`src/rtl/lprip_pkg.sv`:
```
// ----------------------------------------------------------------------------
// Lidar range image projection package
// Shared widths, constants, the arctangent table and the structs that travel
// down the cell chains.
// ----------------------------------------------------------------------------
package lprip_pkg;

    // Field and datapath widths.
    localparam int COORD_W      = 24;
    localparam int DIFF_W       = 25;
    localparam int SQ_W         = 49;
    localparam int RAD_W        = 64;
    localparam int ROOT_STEPS   = 32;
    localparam int CORDIC_STEPS = 30;
    localparam int CORDIC_W     = 58;
    localparam int ANGLE_W      = 32;
    localparam int COL_W        = 11;
    localparam int ROW_W        = 11;
    localparam int RANGE_W      = 25;
    localparam int CFG_IDX_W    = 2;

    // Parameter defaults.
    localparam int IMAGE_COLUMNS_DEF = 2048;
    localparam int IMAGE_ROWS_DEF    = 1024;

    // Saturation limit of the range output.
    localparam logic [RANGE_W-1:0] RANGE_MAX = 25'd29058990;

    // Configuration register indexes.
    localparam logic [CFG_IDX_W-1:0] REG_ORIGIN_X = 2'd0;
    localparam logic [CFG_IDX_W-1:0] REG_ORIGIN_Y = 2'd1;
    localparam logic [CFG_IDX_W-1:0] REG_ORIGIN_Z = 2'd2;

    // Angles in units of 2^-32 of a full turn.
    localparam logic [ANGLE_W-1:0] QUARTER_TURN       = 32'h4000_0000;
    localparam logic [ANGLE_W-1:0] HALF_TURN          = 32'h8000_0000;
    localparam logic [ANGLE_W-1:0] THREE_QUARTER_TURN = 32'hC000_0000;

    // Arctangent of 2^-i, rounded, in turn units.
    function automatic logic [ANGLE_W-1:0] atan_entry(input int unsigned idx);
        logic [ANGLE_W-1:0] val;
        case (idx)
            0:       val = 32'd536870912;
            1:       val = 32'd316933406;
            2:       val = 32'd167458907;
            3:       val = 32'd85004756;
            4:       val = 32'd42667331;
            5:       val = 32'd21354465;
            6:       val = 32'd10679838;
            7:       val = 32'd5340245;
            8:       val = 32'd2670163;
            9:       val = 32'd1335087;
            10:      val = 32'd667544;
            11:      val = 32'd333772;
            12:      val = 32'd166886;
            13:      val = 32'd83443;
            14:      val = 32'd41722;
            15:      val = 32'd20861;
            16:      val = 32'd10430;
            17:      val = 32'd5215;
            18:      val = 32'd2608;
            19:      val = 32'd1304;
            20:      val = 32'd652;
            21:      val = 32'd326;
            22:      val = 32'd163;
            23:      val = 32'd81;
            24:      val = 32'd41;
            25:      val = 32'd20;
            26:      val = 32'd10;
            27:      val = 32'd5;
            28:      val = 32'd3;
            29:      val = 32'd1;
            default: val = '0;
        endcase
        return val;
    endfunction

    // Translated point carried beside the square root chain.
    typedef struct packed {
        logic signed [DIFF_W-1:0] dx;
        logic signed [DIFF_W-1:0] dy;
        logic signed [DIFF_W-1:0] dz;
        logic                     zero;
    } side_t;

    // Two square root lanes: a gives the range, b the horizontal distance.
    typedef struct packed {
        logic [RAD_W-1:0] n_a;
        logic [RAD_W-1:0] r_a;
        logic [RAD_W-1:0] n_b;
        logic [RAD_W-1:0] r_b;
    } root_t;

    // Two rotation lanes: a gives the azimuth, e the elevation.
    typedef struct packed {
        logic signed [CORDIC_W-1:0] u_a;
        logic signed [CORDIC_W-1:0] v_a;
        logic [ANGLE_W-1:0]         acc_a;
        logic signed [CORDIC_W-1:0] u_e;
        logic signed [CORDIC_W-1:0] v_e;
        logic [ANGLE_W-1:0]         acc_e;
    } rot_t;

    // Range and zero flag carried beside the rotation chain.
    typedef struct packed {
        logic [RANGE_W-1:0] rng;
        logic               zero;
    } meta_t;

endpackage

```
`src/rtl/lprip_sqrt_cell.sv`:
```
// ----------------------------------------------------------------------------
// Square root cell
// One digit step of a restoring integer square root on two lanes, with the
// translated point passed along beside them.
// ----------------------------------------------------------------------------
module lprip_sqrt_cell #(
    parameter int STEP = 0
) (
    input  logic              clk,
    input  logic              rst_n,
    input  logic              en,
    input  logic              valid_in,
    input  lprip_pkg::root_t  root_in,
    input  lprip_pkg::side_t  side_in,
    output logic              valid_out,
    output lprip_pkg::root_t  root_out,
    output lprip_pkg::side_t  side_out
);

    localparam logic [lprip_pkg::RAD_W-1:0] BIT_K =
        lprip_pkg::RAD_W'(64'd1 << (62 - 2 * STEP));

    logic                    valid_reg;
    lprip_pkg::root_t        root_reg;
    lprip_pkg::root_t        root_next;
    lprip_pkg::side_t        side_reg;
    logic [lprip_pkg::RAD_W:0] trial_a;
    logic [lprip_pkg::RAD_W:0] trial_b;
    logic                    take_a;
    logic                    take_b;

    // Trial subtraction for each lane.
    always_comb
    begin
        trial_a = {1'b0, root_in.r_a} + {1'b0, BIT_K};
        trial_b = {1'b0, root_in.r_b} + {1'b0, BIT_K};
        take_a  = {1'b0, root_in.n_a} >= trial_a;
        take_b  = {1'b0, root_in.n_b} >= trial_b;
        root_next.n_a = take_a ? root_in.n_a - trial_a[lprip_pkg::RAD_W-1:0] : root_in.n_a;
        root_next.r_a = take_a ? (root_in.r_a >> 1) + BIT_K : root_in.r_a >> 1;
        root_next.n_b = take_b ? root_in.n_b - trial_b[lprip_pkg::RAD_W-1:0] : root_in.n_b;
        root_next.r_b = take_b ? (root_in.r_b >> 1) + BIT_K : root_in.r_b >> 1;
    end

    // Valid flag.
    always_ff @(posedge clk or negedge rst_n)
    begin
        if (!rst_n)
        begin
            valid_reg <= 1'b0;
        end
        else if (en)
        begin
            valid_reg <= valid_in;
        end
    end

    // Payload.
    always_ff @(posedge clk)
    begin
        if (en)
        begin
            root_reg <= root_next;
            side_reg <= side_in;
        end
    end

    assign valid_out = valid_reg;
    assign root_out  = root_reg;
    assign side_out  = side_reg;

endmodule

```
`config.mk`:
```
export PLATFORM = sky130hd
export DESIGN_NAME = lprip_sqrt_cell
export DESIGN_NICKNAME = d
export VERILOG_FILES = /design/src/rtl/lprip_pkg.sv /design/src/rtl/lprip_sqrt_cell.sv
export SDC_FILE = /design/constraint.sdc
export NUM_CORES = 1
export LEC_CHECK = 0
export BUFFER_PORTS_ARGS = -buffer_cell sky130_fd_sc_hd__buf_2
export CORE_AREA = 3 3 259 261
export DETAILED_ROUTE_END_ITERATION = 8
export DIE_AREA = 0 0 262 264
export GPL_TIMING_DRIVEN = 1
export MAX_ROUTING_LAYER = met4
export SETUP_SLACK_MARGIN = 0.5
export SYNTH_ARGS = -nofsm -noshare
export SYNTH_HDL_FRONTEND = slang
export SYNTH_SLANG_ARGS = --single-unit
```
`constraint.sdc`:
```
create_clock -name clk -period 2.1 [get_ports clk]
set_input_delay 0.315 -clock clk [delete_from_list [all_inputs] [get_ports clk]]
set_output_delay 0.315 -clock clk [all_outputs]
set_load 0.02 [all_outputs]
```
After elaboration in Yosys (flattened, before gate mapping):

Cells that the tools add are included.

* magnitude comparators: 2
* muxes and demuxes: 4
* add/sub/neg operators: 6

Operators with widths (number)
* $add 64x63->65 const B: 2
* $ge 64x65->1: 2
* $add 63x63->64 const B: 2
* $mux 64: 2
* $sub 64x64->64: 2
* $mux 63: 2

* output and inout port bits: 333
* logic and storage cells: 23
* register bits: 333

Longest topological paths before layout:

Gate-level depths: netlist of run 1.

* depth after elaboration: 3
* gate-level depth with buffers: 16
* mapped depth without buffers: 14

Least setup slack after synthesis of run 1:

OpenSTA, ideal clock, no wires.

* kind: input to register
* from: input root_in[64] (netlist name)
* to: register root_reg, in the netlist root_out[120], data pin
* buffers on the path: 0
* stages on the path: 14
* arrival time: 2.977 ns
* setup time: 0.262 ns
* slack: -1.139 ns
* data required time: 1.838 ns
* cells stage by stage: inv_1 > ha_1 > fa_1 > nand2b_1 > a211oi_1 > o21a_2 > o211ai_1 > nand3_2 > a21oi_1 > o31a_1 > or2_1 > o311ai_2 > xor2_1 > mux2_1

RTL lines
* start: declaration: RTL line lprip_sqrt_cell.sv:13 `input lprip_pkg::root_t root_in,`
* end signal: assignment: RTL line lprip_sqrt_cell.sv:63 `root_reg <= root_next;`
* end: declaration: RTL line lprip_sqrt_cell.sv:24 `lprip_pkg::root_t root_reg;`

==> results.txt, run 1 <==
Total core area = 64700 um^2
Io pins = 669
Starting density of the core = 30.4%
Largest buffer count on any clock path = 3
Cell type group with the largest total delay on the critical path = compound AO/OA/AOI/OAI gates
Area of the die = 69200 um^2
Worst Tran Pin Value = 0.603 ns
Peak supply drop = 0.845 mV
Combined area of all synthesized cells = 19700 um^2
Post-detailed-route via-to-cell ratio = 4.88
CP Data Required Time = 2.41 ns
Insertion delay to the later sink of the worst-skew pair = 0.55 ns
Die Y = 264 um
Largest fanout on the critical path = 3
Buffers plus inverters on the worst setup path = 2
Fraction of registers with async set or reset after synthesis = 0.300%
Final hold violations = 0
Wirelength per Cell = 20.0 um
Post-synthesis cell type count = 82
Remaining Overflow, GRT = 0
Path length in cells of the critical path = 15
Dpl cells = 3903
Failing checks = negative setup slack
Run status = finished with violations
Share of final-layout standard cells stronger than drive strength 1 = 55.1%
Worst-path cell with the longest stage delay = sky130_fd_sc_hd__fa_2
Worst Hold Class = input pin to register
Maximum cell stage delay along the critical path = 0.35 ns
Critical path launch point type = input pin
Number of rows created at floorplan = 93
Clock transition at the registers of the reported paths = 0.06 ns
Aggregate global-route resource usage = 23.8%
Startpoint of the lowest-slack register-to-register path = valid_out
Clock buffer count from CTS = 39
EDFF count, synth = 332
Endpoint class of the critical path = register
Nets = 3839
Commonest non-fill, non-tap cells in the layout = 630 x sky130_fd_sc_hd__buf_2, 585 x sky130_fd_sc_hd__buf_4, 332 x sky130_fd_sc_hd__edfxtp_1, 181 x sky130_fd_sc_hd__dlygate4sd3_1, 137 x sky130_fd_sc_hd__a21oi_1
CTS tree = built
Length of the first detailed-routing pass in iterations = 5
Quantity of I/O buffers inserted on ports = 668
Number of nets in the synthesized netlist = 2360
Routability congestion estimate = 0.915
Final critical-path share of the clock period = 133%
Number of register bits inferred by synthesis = 333
Worst setup path endpoint = root_out[120]
Maximum frequency from static timing analysis = 357 MHz
Mean instance size in the synthesized netlist = 10.4 um^2
Total power per unit cell area = 694 nW/um^2
CP Cell Sequence = buf_8 > inv_4 > ha_4 > fa_2 > nand2b_4 > a211oi_4 > o21a_2 > o211ai_1 > nand3_2 > a21oi_4 > o31a_1 > or2_1 > o311ai_2 > xor2_1 > mux2_4
Layout-stage area growth over the synthesis result = 81.7%
Most common cell after layout, fill and taps aside = sky130_fd_sc_hd__buf_2
Most common flop cell mapped by yosys = sky130_fd_sc_hd__edfxtp_1
Number of remaining DRC errors = 0
Worst reg2reg setup slack = 1.35 ns
Final min period = 2.80 ns
Final ANT Viol Nets = 0
Worst slack on hold paths = 0.0435 ns
Number of cells traversed by the worst register-to-register path = 1
Fillers = 5452
FF-to-FF End = valid_out
Launching element of the worst setup path = root_in[64]
Worst endpoint data arrival time = 3.11 ns
Final count of pins violating max slew = 0
Overall routed net length = 85.6 mm
TritonCTS sink count = 333
Wire length of the first global-routing pass = 124 mm
CP Class = input pin to register
Via count of the first global-routing pass = 21.8k
Total of max-cap violations = 0
Finish-stage setup viols = 132
Clock skew = 0 ns
Maximum number of pins on one net before global-route repair = 71
Post-detail-place hpwl = 64.2 mm
Via Count = 20.9k
Root Buffer = sky130_fd_sc_hd__clkbuf_16
Setup slack after layout = -0.697 ns
Die X = 262 um
Instance count of the mapped netlist = 1892
Unrepaired setup endpoints after global routing = yes
Count of non-filler cells in the finished layout = 4271
Number of antenna violations at the first check in global routing = 20
Leakage power figure = 15.8 nW
Sequential area share after synthesis = 50.8%
CTS HTree Levels = 2
Yosys warning total = 0
Max-Slew Margin vs Limit = 59.4%
Initial DRC Count = 1179
[power breakdown]
part | switching, mW | internal, mW
sequential | 0.265 | 8.18
clock | 2.97 | 3.82
combinational | 4.94 | 4.66
total | 8.17 | 16.7
[cell usage after synthesis (all sizes together), types with 3 or more instances]
cell type / instances / area [um^2]
a2111oi: 5 / 50.0
a211o: 6 / 52.6
a211oi: 9 / 72.6
a21boi: 6 / 45.1
a21o: 64 / 480
a21oi: 264 / 1330
a221o: 4 / 40.0
a221oi: 3 / 32.5
a311oi: 5 / 43.8
a31oi: 17 / 106
a41oi: 3 / 26.3
and2: 15 / 93.8
and3: 10 / 67.6
and4: 6 / 52.6
buf: 38 / 230
clkbuf: 45 / 171
edfxtp: 332 / 9970
ha: 130 / 1630
inv: 162 / 608
mux2: 32 / 398
mux2i: 3 / 30.0
nand2: 129 / 489
nand2b: 14 / 87.6
nand3: 26 / 135
nand4: 47 / 294
nor2: 182 / 683
nor2b: 5 / 31.3
nor3: 22 / 110
nor3b: 3 / 22.5
nor4: 7 / 43.8
o2111ai: 4 / 35.0
o211ai: 8 / 60.1
o21a: 11 / 83.8
o21ai: 86 / 430
o21bai: 21 / 161
o221ai: 4 / 41.3
o22ai: 4 / 31.3
o31ai: 10 / 88.8
or2: 6 / 37.5
or3: 6 / 42.5
xnor2: 68 / 596
xor2: 49 / 429
[registers in the layout, indices dropped and copies added, names as in the netlist]
register   flops
side_out      76
root_out     256
valid_out      1
[stage by stage]
step                setup TNS (ns)  total power, mW  instance area (um^2)  worst slack [ns]  util, %
global placement           -151.57             15.9                 29000             -1.30     44.8
detailed placement         -155.78             16.0                 29000             -1.34     44.8
finish                      -73.23             24.8                 35800            -0.697     55.3
floorplan                   -85.47             12.5                 20700            -0.987        -
CTS                         -63.99             24.2                 34200            -0.616     52.9
global route                -78.84             25.9                 35800            -0.772     55.3
[routing by layer]
metal | part of all wire, % | vias to the layer above | track usage [%]
met5 | 0 | - | -
met4 | 3.6 | 0 | 8.37
met3 | 6.6 | 178 | 4.81
met2 | 52 | 742 | 42.9
met1 | 38 | 10100 | 25.8
li1 | - | 9879 | -
[cell type report]
| type | instances | area, um^2 | share of cell area [%] |
|---|---|---|---|
| clock inverter | 27 | 265 | 0.741 |
| multi-input combinational | 1314 | 11400 | 31.8 |
| timing repair buffer | 1521 | 11400 | 31.9 |
| tap | 855 | 1070 | 2.99 |
| sequential | 333 | 9990 | 27.9 |
| antenna | 18 | 45.0 | 0.126 |
| clock buffer | 41 | 983 | 2.75 |
| inverter | 162 | 651 | 1.82 |
[logic make-up (layout without fill, tap and decap cells)]
logic type	after synthesis	after routing	synth area share, %
AOI/OAI and AO/OA	545	545	16.8
adders and majority gates	132	132	8.47
other	0	18	0
DFF	333	333	50.8
buffers and inverters	245	1751	5.13
and+or+nand+nor	485	485	11.4
xor gates and xnor gates	117	117	5.20
muxes	35	35	2.17
[how the worst min path moves through the flow]
stage / start / to / depth (start not counted)
floorplan: rst_n / valid_out / 0
global placement: rst_n / valid_out / 1
detailed placement: rst_n / valid_out / 1
CTS: root_in[190] / root_out[189] / 2
global route: root_in[33] / root_out[32] / 2
finish: root_in[190] / root_out[189] / 2
[repair_timing]
item                       CTS  global route
resized for setup          288           282
setup endpoints to repair  137           136
hold endpoints to repair   181             0
pin swaps                   81            94
cloned                      14             3
setup buffers               56            28
hold buffers               181             0
(Power assumes the default switching activity.)
==> run 2, diff against run 1 <==
Settings changed: SKIP_CTS_REPAIR_TIMING set to 1.
==> run 2 against run 1 <==
Net effect: the flow still finishes with violations (negative setup slack); first-iteration DRC count is 11% higher; maximum frequency is 1.4% lower; non-clock buffer count is 78 lower; cell count is 1.8% lower; critical path depth stayed put; via count is 2.5% lower; clock power hardly changed.
==> results.txt, run 2 (synthesis results as in run 1) <==
Run status = finished with violations
Failing checks = negative setup slack
Starting density of the core = 30.4% (unchanged)
Dpl cells = 3903 (unchanged)
Post-detail-place hpwl = 64.2 mm (unchanged)
Worst endpoint data arrival time = 3.15 ns (+0.04 ns)
Leakage power figure = 15.1 nW (-4.7%)
Routability congestion estimate = 0.915 (unchanged)
Wirelength per Cell = 19.5 um (-2.7%)
Worst Hold Class = input pin to register
Die Y = 264 um (unchanged)
Final critical-path share of the clock period = 135% (+1.9 points)
Largest fanout on the critical path = 5 (+2)
Finish-stage setup viols = 132 (unchanged)
Number of rows created at floorplan = 93 (unchanged)
Quantity of I/O buffers inserted on ports = 668 (unchanged)
Final min period = 2.84 ns (+0.0396 ns)
Area of the die = 69200 um^2 (unchanged)
Sequential cell area = 9990 um^2 (unchanged)
Root Buffer = sky130_fd_sc_hd__clkbuf_16
Max-Slew Margin vs Limit = 60.1% (+0.66 points)
Fillers = 5794 (+6.3%)
Clock transition at the registers of the reported paths = 0.06 ns (about the same)
TritonCTS sink count = 333 (unchanged)
Clock skew = 0 ns (unchanged)
Largest buffer count on any clock path = 3 (unchanged)
Endpoint class of the critical path = register
Wire length of the first global-routing pass = 113 mm (-9.4%)
Insertion delay to the later sink of the worst-skew pair = 0.55 ns (about the same)
Nets = 3761 (-2.0%)
Count of non-filler cells in the finished layout = 4192 (-1.8%)
Final count of pins violating max slew = 0 (unchanged)
Worst hold path startpoint = root_in[169]
Worst Tran Pin Value = 0.594 ns (-0.00983 ns)
CP Cell Sequence = buf_8 > inv_4 > ha_4 > fa_2 > nand2b_4 > a211oi_4 > o21a_2 > o211ai_1 > nand3_2 > a21oi_4 > o31a_1 > or2_1 > o311ai_2 > xor2_1 > mux2_4
Maximum number of pins on one net before global-route repair = 71 (unchanged)
Aggregate global-route resource usage = 21.6% (-2.2 points)
CP Class = input pin to register
Via Count = 20.3k (-2.5%)
Length of the first detailed-routing pass in iterations = 6 (+1)
Launching element of the worst setup path = root_in[64]
Final ANT Viol Nets = 0 (unchanged)
Overall routed net length = 81.7 mm (-4.5%)
Remaining Overflow, GRT = 0 (unchanged)
Die X = 262 um (unchanged)
Unrepaired setup endpoints after global routing = yes
Commonest non-fill, non-tap cells in the layout = 654 x sky130_fd_sc_hd__buf_2, 565 x sky130_fd_sc_hd__buf_4, 332 x sky130_fd_sc_hd__edfxtp_1, 178 x sky130_fd_sc_hd__a21oi_1, 172 x sky130_fd_sc_hd__dlygate4sd3_1
Layout-stage area growth over the synthesis result = 69.4%
Post-detailed-route via-to-cell ratio = 4.85 (-0.69%)
Area taken by multi-input logic gates = 10300 um^2 (-9.7%)
Maximum frequency from static timing analysis = 352 MHz (-1.4%)
Total core area = 64700 um^2 (unchanged)
Peak supply drop = 0.841 mV (-0.50%)
Worst setup slack after placement = -1.34 ns (unchanged)
Post-layout power = 23.6 mW (-5.1%)
Cell type group with the largest total delay on the critical path = compound AO/OA/AOI/OAI gates
Post-route setup TNS = -70.21 ns (+3.02 ns)
Buffers plus inverters on the worst setup path = 2 (unchanged)
CTS HTree Levels = 2 (unchanged)
Number of remaining DRC errors = 0 (unchanged)
CP Data Required Time = 2.41 ns (about the same)
Initial DRC Count = 1309 (+11%)
CTS tree = built
Total of max-cap violations = 0 (unchanged)
Total power per unit cell area = 707 nW/um^2 (+1.8%)
Number of antenna violations at the first check in global routing = 23 (+15%)
Share of final-layout standard cells stronger than drive strength 1 = 49.3% (-5.8 points)
Final hold violations = 0 (unchanged)
Clock buffer count from CTS = 39 (unchanged)
Most common cell after layout, fill and taps aside = sky130_fd_sc_hd__buf_2
Setup slack after layout = -0.737 ns (-0.0396 ns)
Worst-path cell with the longest stage delay = sky130_fd_sc_hd__fa_2
Maximum cell stage delay along the critical path = 0.39 ns (+0.04 ns)
Max reg flops = 256 (unchanged)
Io pins = 669 (unchanged)
Via count of the first global-routing pass = 20.0k (-8.4%)
Critical path launch point type = input pin
Startpoint of the lowest-slack register-to-register path = valid_out
==> run 2: changes by cell type in the layout (fill, tap and decap cells not counted), moves of 24 or more <==
cell / delta
sky130_fd_sc_hd__buf_2: +24
sky130_fd_sc_hd__a21oi_1: +41
sky130_fd_sc_hd__buf_6: -32
sky130_fd_sc_hd__nor2_4: -54
sky130_fd_sc_hd__a21oi_2: -30
sky130_fd_sc_hd__nor2_1: +59
==> run 2: area by class of cell <==
class,instances,area share (%)
antenna,17,0.128
tap,855,3.21
clock buffer,41,2.95
inverter,162,1.94
timing repair buffer,1443,30.2
sequential,333,30.0
clock inverter,27,0.795
multi-input combinational,1314,30.8
==> run 2: where the power goes <==
group / leakage [nW] / internal, mW / switching (mW)
logic: 11.2 / 3.91 / 4.46
clock network: 0.616 / 3.82 / 2.94
registers: 3.26 / 8.18 / 0.253
==> run 2: final timing paths <==
check,end,slack [ns],depth (start not counted)
max,root_out[120],-0.74,15
min,root_out[168],0.03,2
max reg2reg,valid_out,1.35,1
min reg2reg,valid_out,0.52,1
max in group asynchronous,valid_out,1.94,2
min in group asynchronous,valid_out,0.07,2
==> run 2: per-layer routing <==
metal  up-vias  wire length (um)  track usage [%]
met2       720             42700             39.7
li1       9726                 -                -
met1      9724             31300             23.7
met4         0              2450             5.60
met3       158              5220             4.34
met5         -                 0                -
==> run 2: stage by stage <==
step | hold WS (ns) | utilization (%) | instance area (um^2)
3_5_place_dp | 0.0960 | 44.8 | 29000
4_1_cts | -0.512 | 46.7 | 30200
5_1_grt | 0.00321 | 51.5 | 33300
6_report | 0.0276 | 51.5 | 33300
3_3_place_gp | 0.0896 | 44.8 | 29000
2_1_floorplan | 0.0194 | - | 20700
==> run 3, diff against run 2 <==
Settings changed: CTS_CLUSTER_SIZE set to 25, RECOVER_POWER set to 50, TNS_END_PERCENT set to 20.
==> run 3 against run 2 <==
Net effect: the flow still finishes with violations (negative setup slack); critical path depth down 2; sequential power hardly changed; largest cell class unchanged; utilization decreased by 0.24 points; clock skew unchanged; routed wire length up 0.47%; total power grew 0.34%; sequential cell count unchanged; clock power up 2%; non-clock buffer count increased by 13; critical endpoint is now root_out[100]; highest routed layer unchanged.
==> results.txt, run 3 (synthesis results as in run 1) <==
Worst endpoint data arrival time = 3.25 ns (+0.10 ns)
Fraction of power spent switching nets = 32.1% (-0.38 points)
Starting density of the core = 30.4% (unchanged)
Quantity of I/O buffers inserted on ports = 668 (unchanged)
Wirelength per Cell = 19.5 um (+0.13%)
Clock skew = 0 ns (unchanged)
Initial DRC Count = 1124 (-14%)
Share of final-layout standard cells stronger than drive strength 1 = 45.1% (-4.2 points)
Placed Area = 28500 um^2 (-1.8%)
TritonCTS sink count = 333 (unchanged)
Remaining Overflow, GRT = 0 (unchanged)
Buffers plus inverters on the worst setup path = 4 (+2)
Part of the total power dissipated in sequential elements = 35.5% (-0.3 points)
Final ANT Viol Nets = 0 (unchanged)
Number of antenna violations at the first check in global routing = 14 (-39%)
Maximum frequency from static timing analysis = 341 MHz (-3.3%)
Max reg flops = 256 (unchanged)
Clock buffer count from CTS = 40 (+2.6%)
Total core area = 64700 um^2 (unchanged)
Most Frequent Cell on Critical Path = sky130_fd_sc_hd__or3_4
Internal cell power = 16.1 mW (+0.91%)
Final min period = 2.93 ns (+0.0961 ns)
Count of non-filler cells in the finished layout = 4206 (+0.33%)
Endpoint class of the critical path = register
Worst Tran Pin Value = 1.10 ns (+0.504 ns)
Largest fanout on the critical path = 6 (+1)
Clock Power Share = 29.3% (+0.6 points)
Area of the die = 69200 um^2 (unchanged)
CP Data Required Time = 2.42 ns (about the same)
Root Buffer = sky130_fd_sc_hd__clkbuf_16
Number of rows created at floorplan = 93 (unchanged)
Die X = 262 um (unchanged)
Fillers = 5901 (+1.8%)
Unrepaired setup endpoints after global routing = yes
Largest buffer count on any clock path = 3 (unchanged)
Wire length of the first global-routing pass = 114 mm (+1.4%)
Setup slack after layout = -0.833 ns (-0.0961 ns)
Insertion delay to the later sink of the worst-skew pair = 0.54 ns (about the same)
CP Cell Sequence = clkbuf_1 > inv_2 > ha_4 > nand4_1 > or3_4 > o22ai_4 > a21o_1 > a211oi_4 > or3_4 > o21bai_4 > buf_12 > clkbuf_16 > mux2_4
Final critical-path share of the clock period = 140% (+4.6 points)
Worst reg2reg setup slack = 1.36 ns (about the same)
Critical path launch point type = input pin
Commonest non-fill, non-tap cells in the layout = 562 x sky130_fd_sc_hd__buf_2, 557 x sky130_fd_sc_hd__buf_4, 332 x sky130_fd_sc_hd__edfxtp_1, 218 x sky130_fd_sc_hd__a21oi_1, 171 x sky130_fd_sc_hd__dlygate4sd3_1
Maximum number of pins on one net before global-route repair = 67 (-5.6%)
Routability congestion estimate = 0.943 (+3.0%)
Worst setup path endpoint = root_out[100]
Overall routed net length = 82.1 mm (+0.47%)
Final count of pins violating max slew = 0 (unchanged)
Design area = 33200 um^2 (-0.47%)
Number of remaining DRC errors = 0 (unchanged)
Cell type group with the largest total delay on the critical path = simple AND/OR/NAND/NOR gates
Post-detail-place hpwl = 64.5 mm (+0.52%)
Path length in cells of the critical path = 13 (-2)
Nets = 3775 (+0.37%)
Die Y = 264 um (unchanged)
Run status = finished with violations
Aggregate global-route resource usage = 22.1% (+0.45 points)
Worst Hold Class = input pin to register
Post-route setup TNS = -90.36 ns (-20.14 ns)
CP Class = input pin to register
Post-detailed-route via-to-cell ratio = 4.81 (-0.72%)
Io pins = 669 (unchanged)
Dpl cells = 3916 (+0.33%)
Peak supply drop = 0.659 mV (-22%)
Finish-stage setup viols = 132 (unchanged)
CTS HTree Levels = 2 (unchanged)
FF-to-FF End = valid_out
Clock transition at the registers of the reported paths = 0.07 ns (about the same)
Post-layout power = 23.6 mW (+0.34%)
Failing checks = negative setup slack
Via count of the first global-routing pass = 20.1k (+0.95%)
Startpoint of the lowest-slack register-to-register path = valid_out
Length of the first detailed-routing pass in iterations = 7 (+1)
Via Count = 20.3k (-0.38%)
Leakage power figure = 14.8 nW (-1.5%)
Total power per unit cell area = 712 nW/um^2 (+0.82%)
Launching element of the worst setup path = root_in[28]
Max-Slew Margin vs Limit = 26.8% (-33 points)
Most common cell after layout, fill and taps aside = sky130_fd_sc_hd__buf_2
Total of max-cap violations = 0 (unchanged)
Comb power frac = 35.2% (-0.3 points)
Layout-stage area growth over the synthesis result = 68.6%
Number of cells traversed by the worst register-to-register path = 1 (unchanged)
CTS tree = built
Worst-path cell with the longest stage delay = sky130_fd_sc_hd__or3_4
Maximum cell stage delay along the critical path = 0.44 ns (+0.05 ns)
Final hold violations = 0 (unchanged)
Switching component of the power = 7.59 mW (-0.83%)
## run 3: changes by cell type in the layout (fill, tap and decap cells not counted), sizes merged
cell / delta
buf: -104
clkbuf: +125
clkinv: -3
clkinvlp: +2
diode: -2
dlygate4sd3: -1
inv: -3
## run 3: worst min path at each step
| stage | from | to | slack, ns | cells after the start |
|---|---|---|---|---|
| after detailed placement | rst_n | valid_out | 0.09 | 1 |
| after floorplan | rst_n | valid_out | 0.02 | 0 |
| final | root_in[180] | root_out[179] | 0.06 | 2 |
| after global placement | rst_n | valid_out | 0.09 | 1 |
| after global routing | root_in[180] | root_out[179] | 0.03 | 2 |
| after CTS | rst_n | valid_out | -0.51 | 1 |
## run 3: routing by layer
layer / global-route usage, % / part of all wire [%] / routed length [um] / vias up
met5: - / 0 / 0 / -
met1: 23.6 / 37 / 30400 / 9649
li1: - / - / - / 9764
met4: 7.41 / 3.2 / 2660 / 0
met2: 39.4 / 52 / 42700 / 704
met3: 5.71 / 7.7 / 6280 / 133
## run 3: power groups by stage
stage	clock network, mW	registers, mW	logic (mW)
2_1_floorplan	0	9.41	2.77
3_3_place_gp	0	8.52	7.17
3_5_place_dp	0	8.52	7.21
4_1_cts	7.11	8.40	7.25
5_1_grt	7.38	8.46	8.93
6_report	6.92	8.40	8.33
## run 3: final cells by class
class                   instances  area (um^2)  share of cell area, %
flip-flops and latches        333         9990                   30.1
clock inverters                23          215                  0.648
well taps                     855         1070                   3.22
repair buffers               1456        10000                   30.1
clock buffers                  48         1070                   3.23
inverters                     162          641                   1.93
multi-input cells            1314        10200                   30.6
diodes                         15         37.5                  0.113
## run 3: stage by stage
step | worst slack [ns] | util [%] | hold WS [ns]
after floorplan | -0.987 | - | 0.0194
after global placement | -1.56 | 44.0 | 0.0902
after detailed placement | -1.66 | 44.0 | 0.0911
after CTS | -1.07 | 46.0 | -0.514
after global routing | -0.922 | 51.3 | 0.0314
final | -0.833 | 51.3 | 0.0636
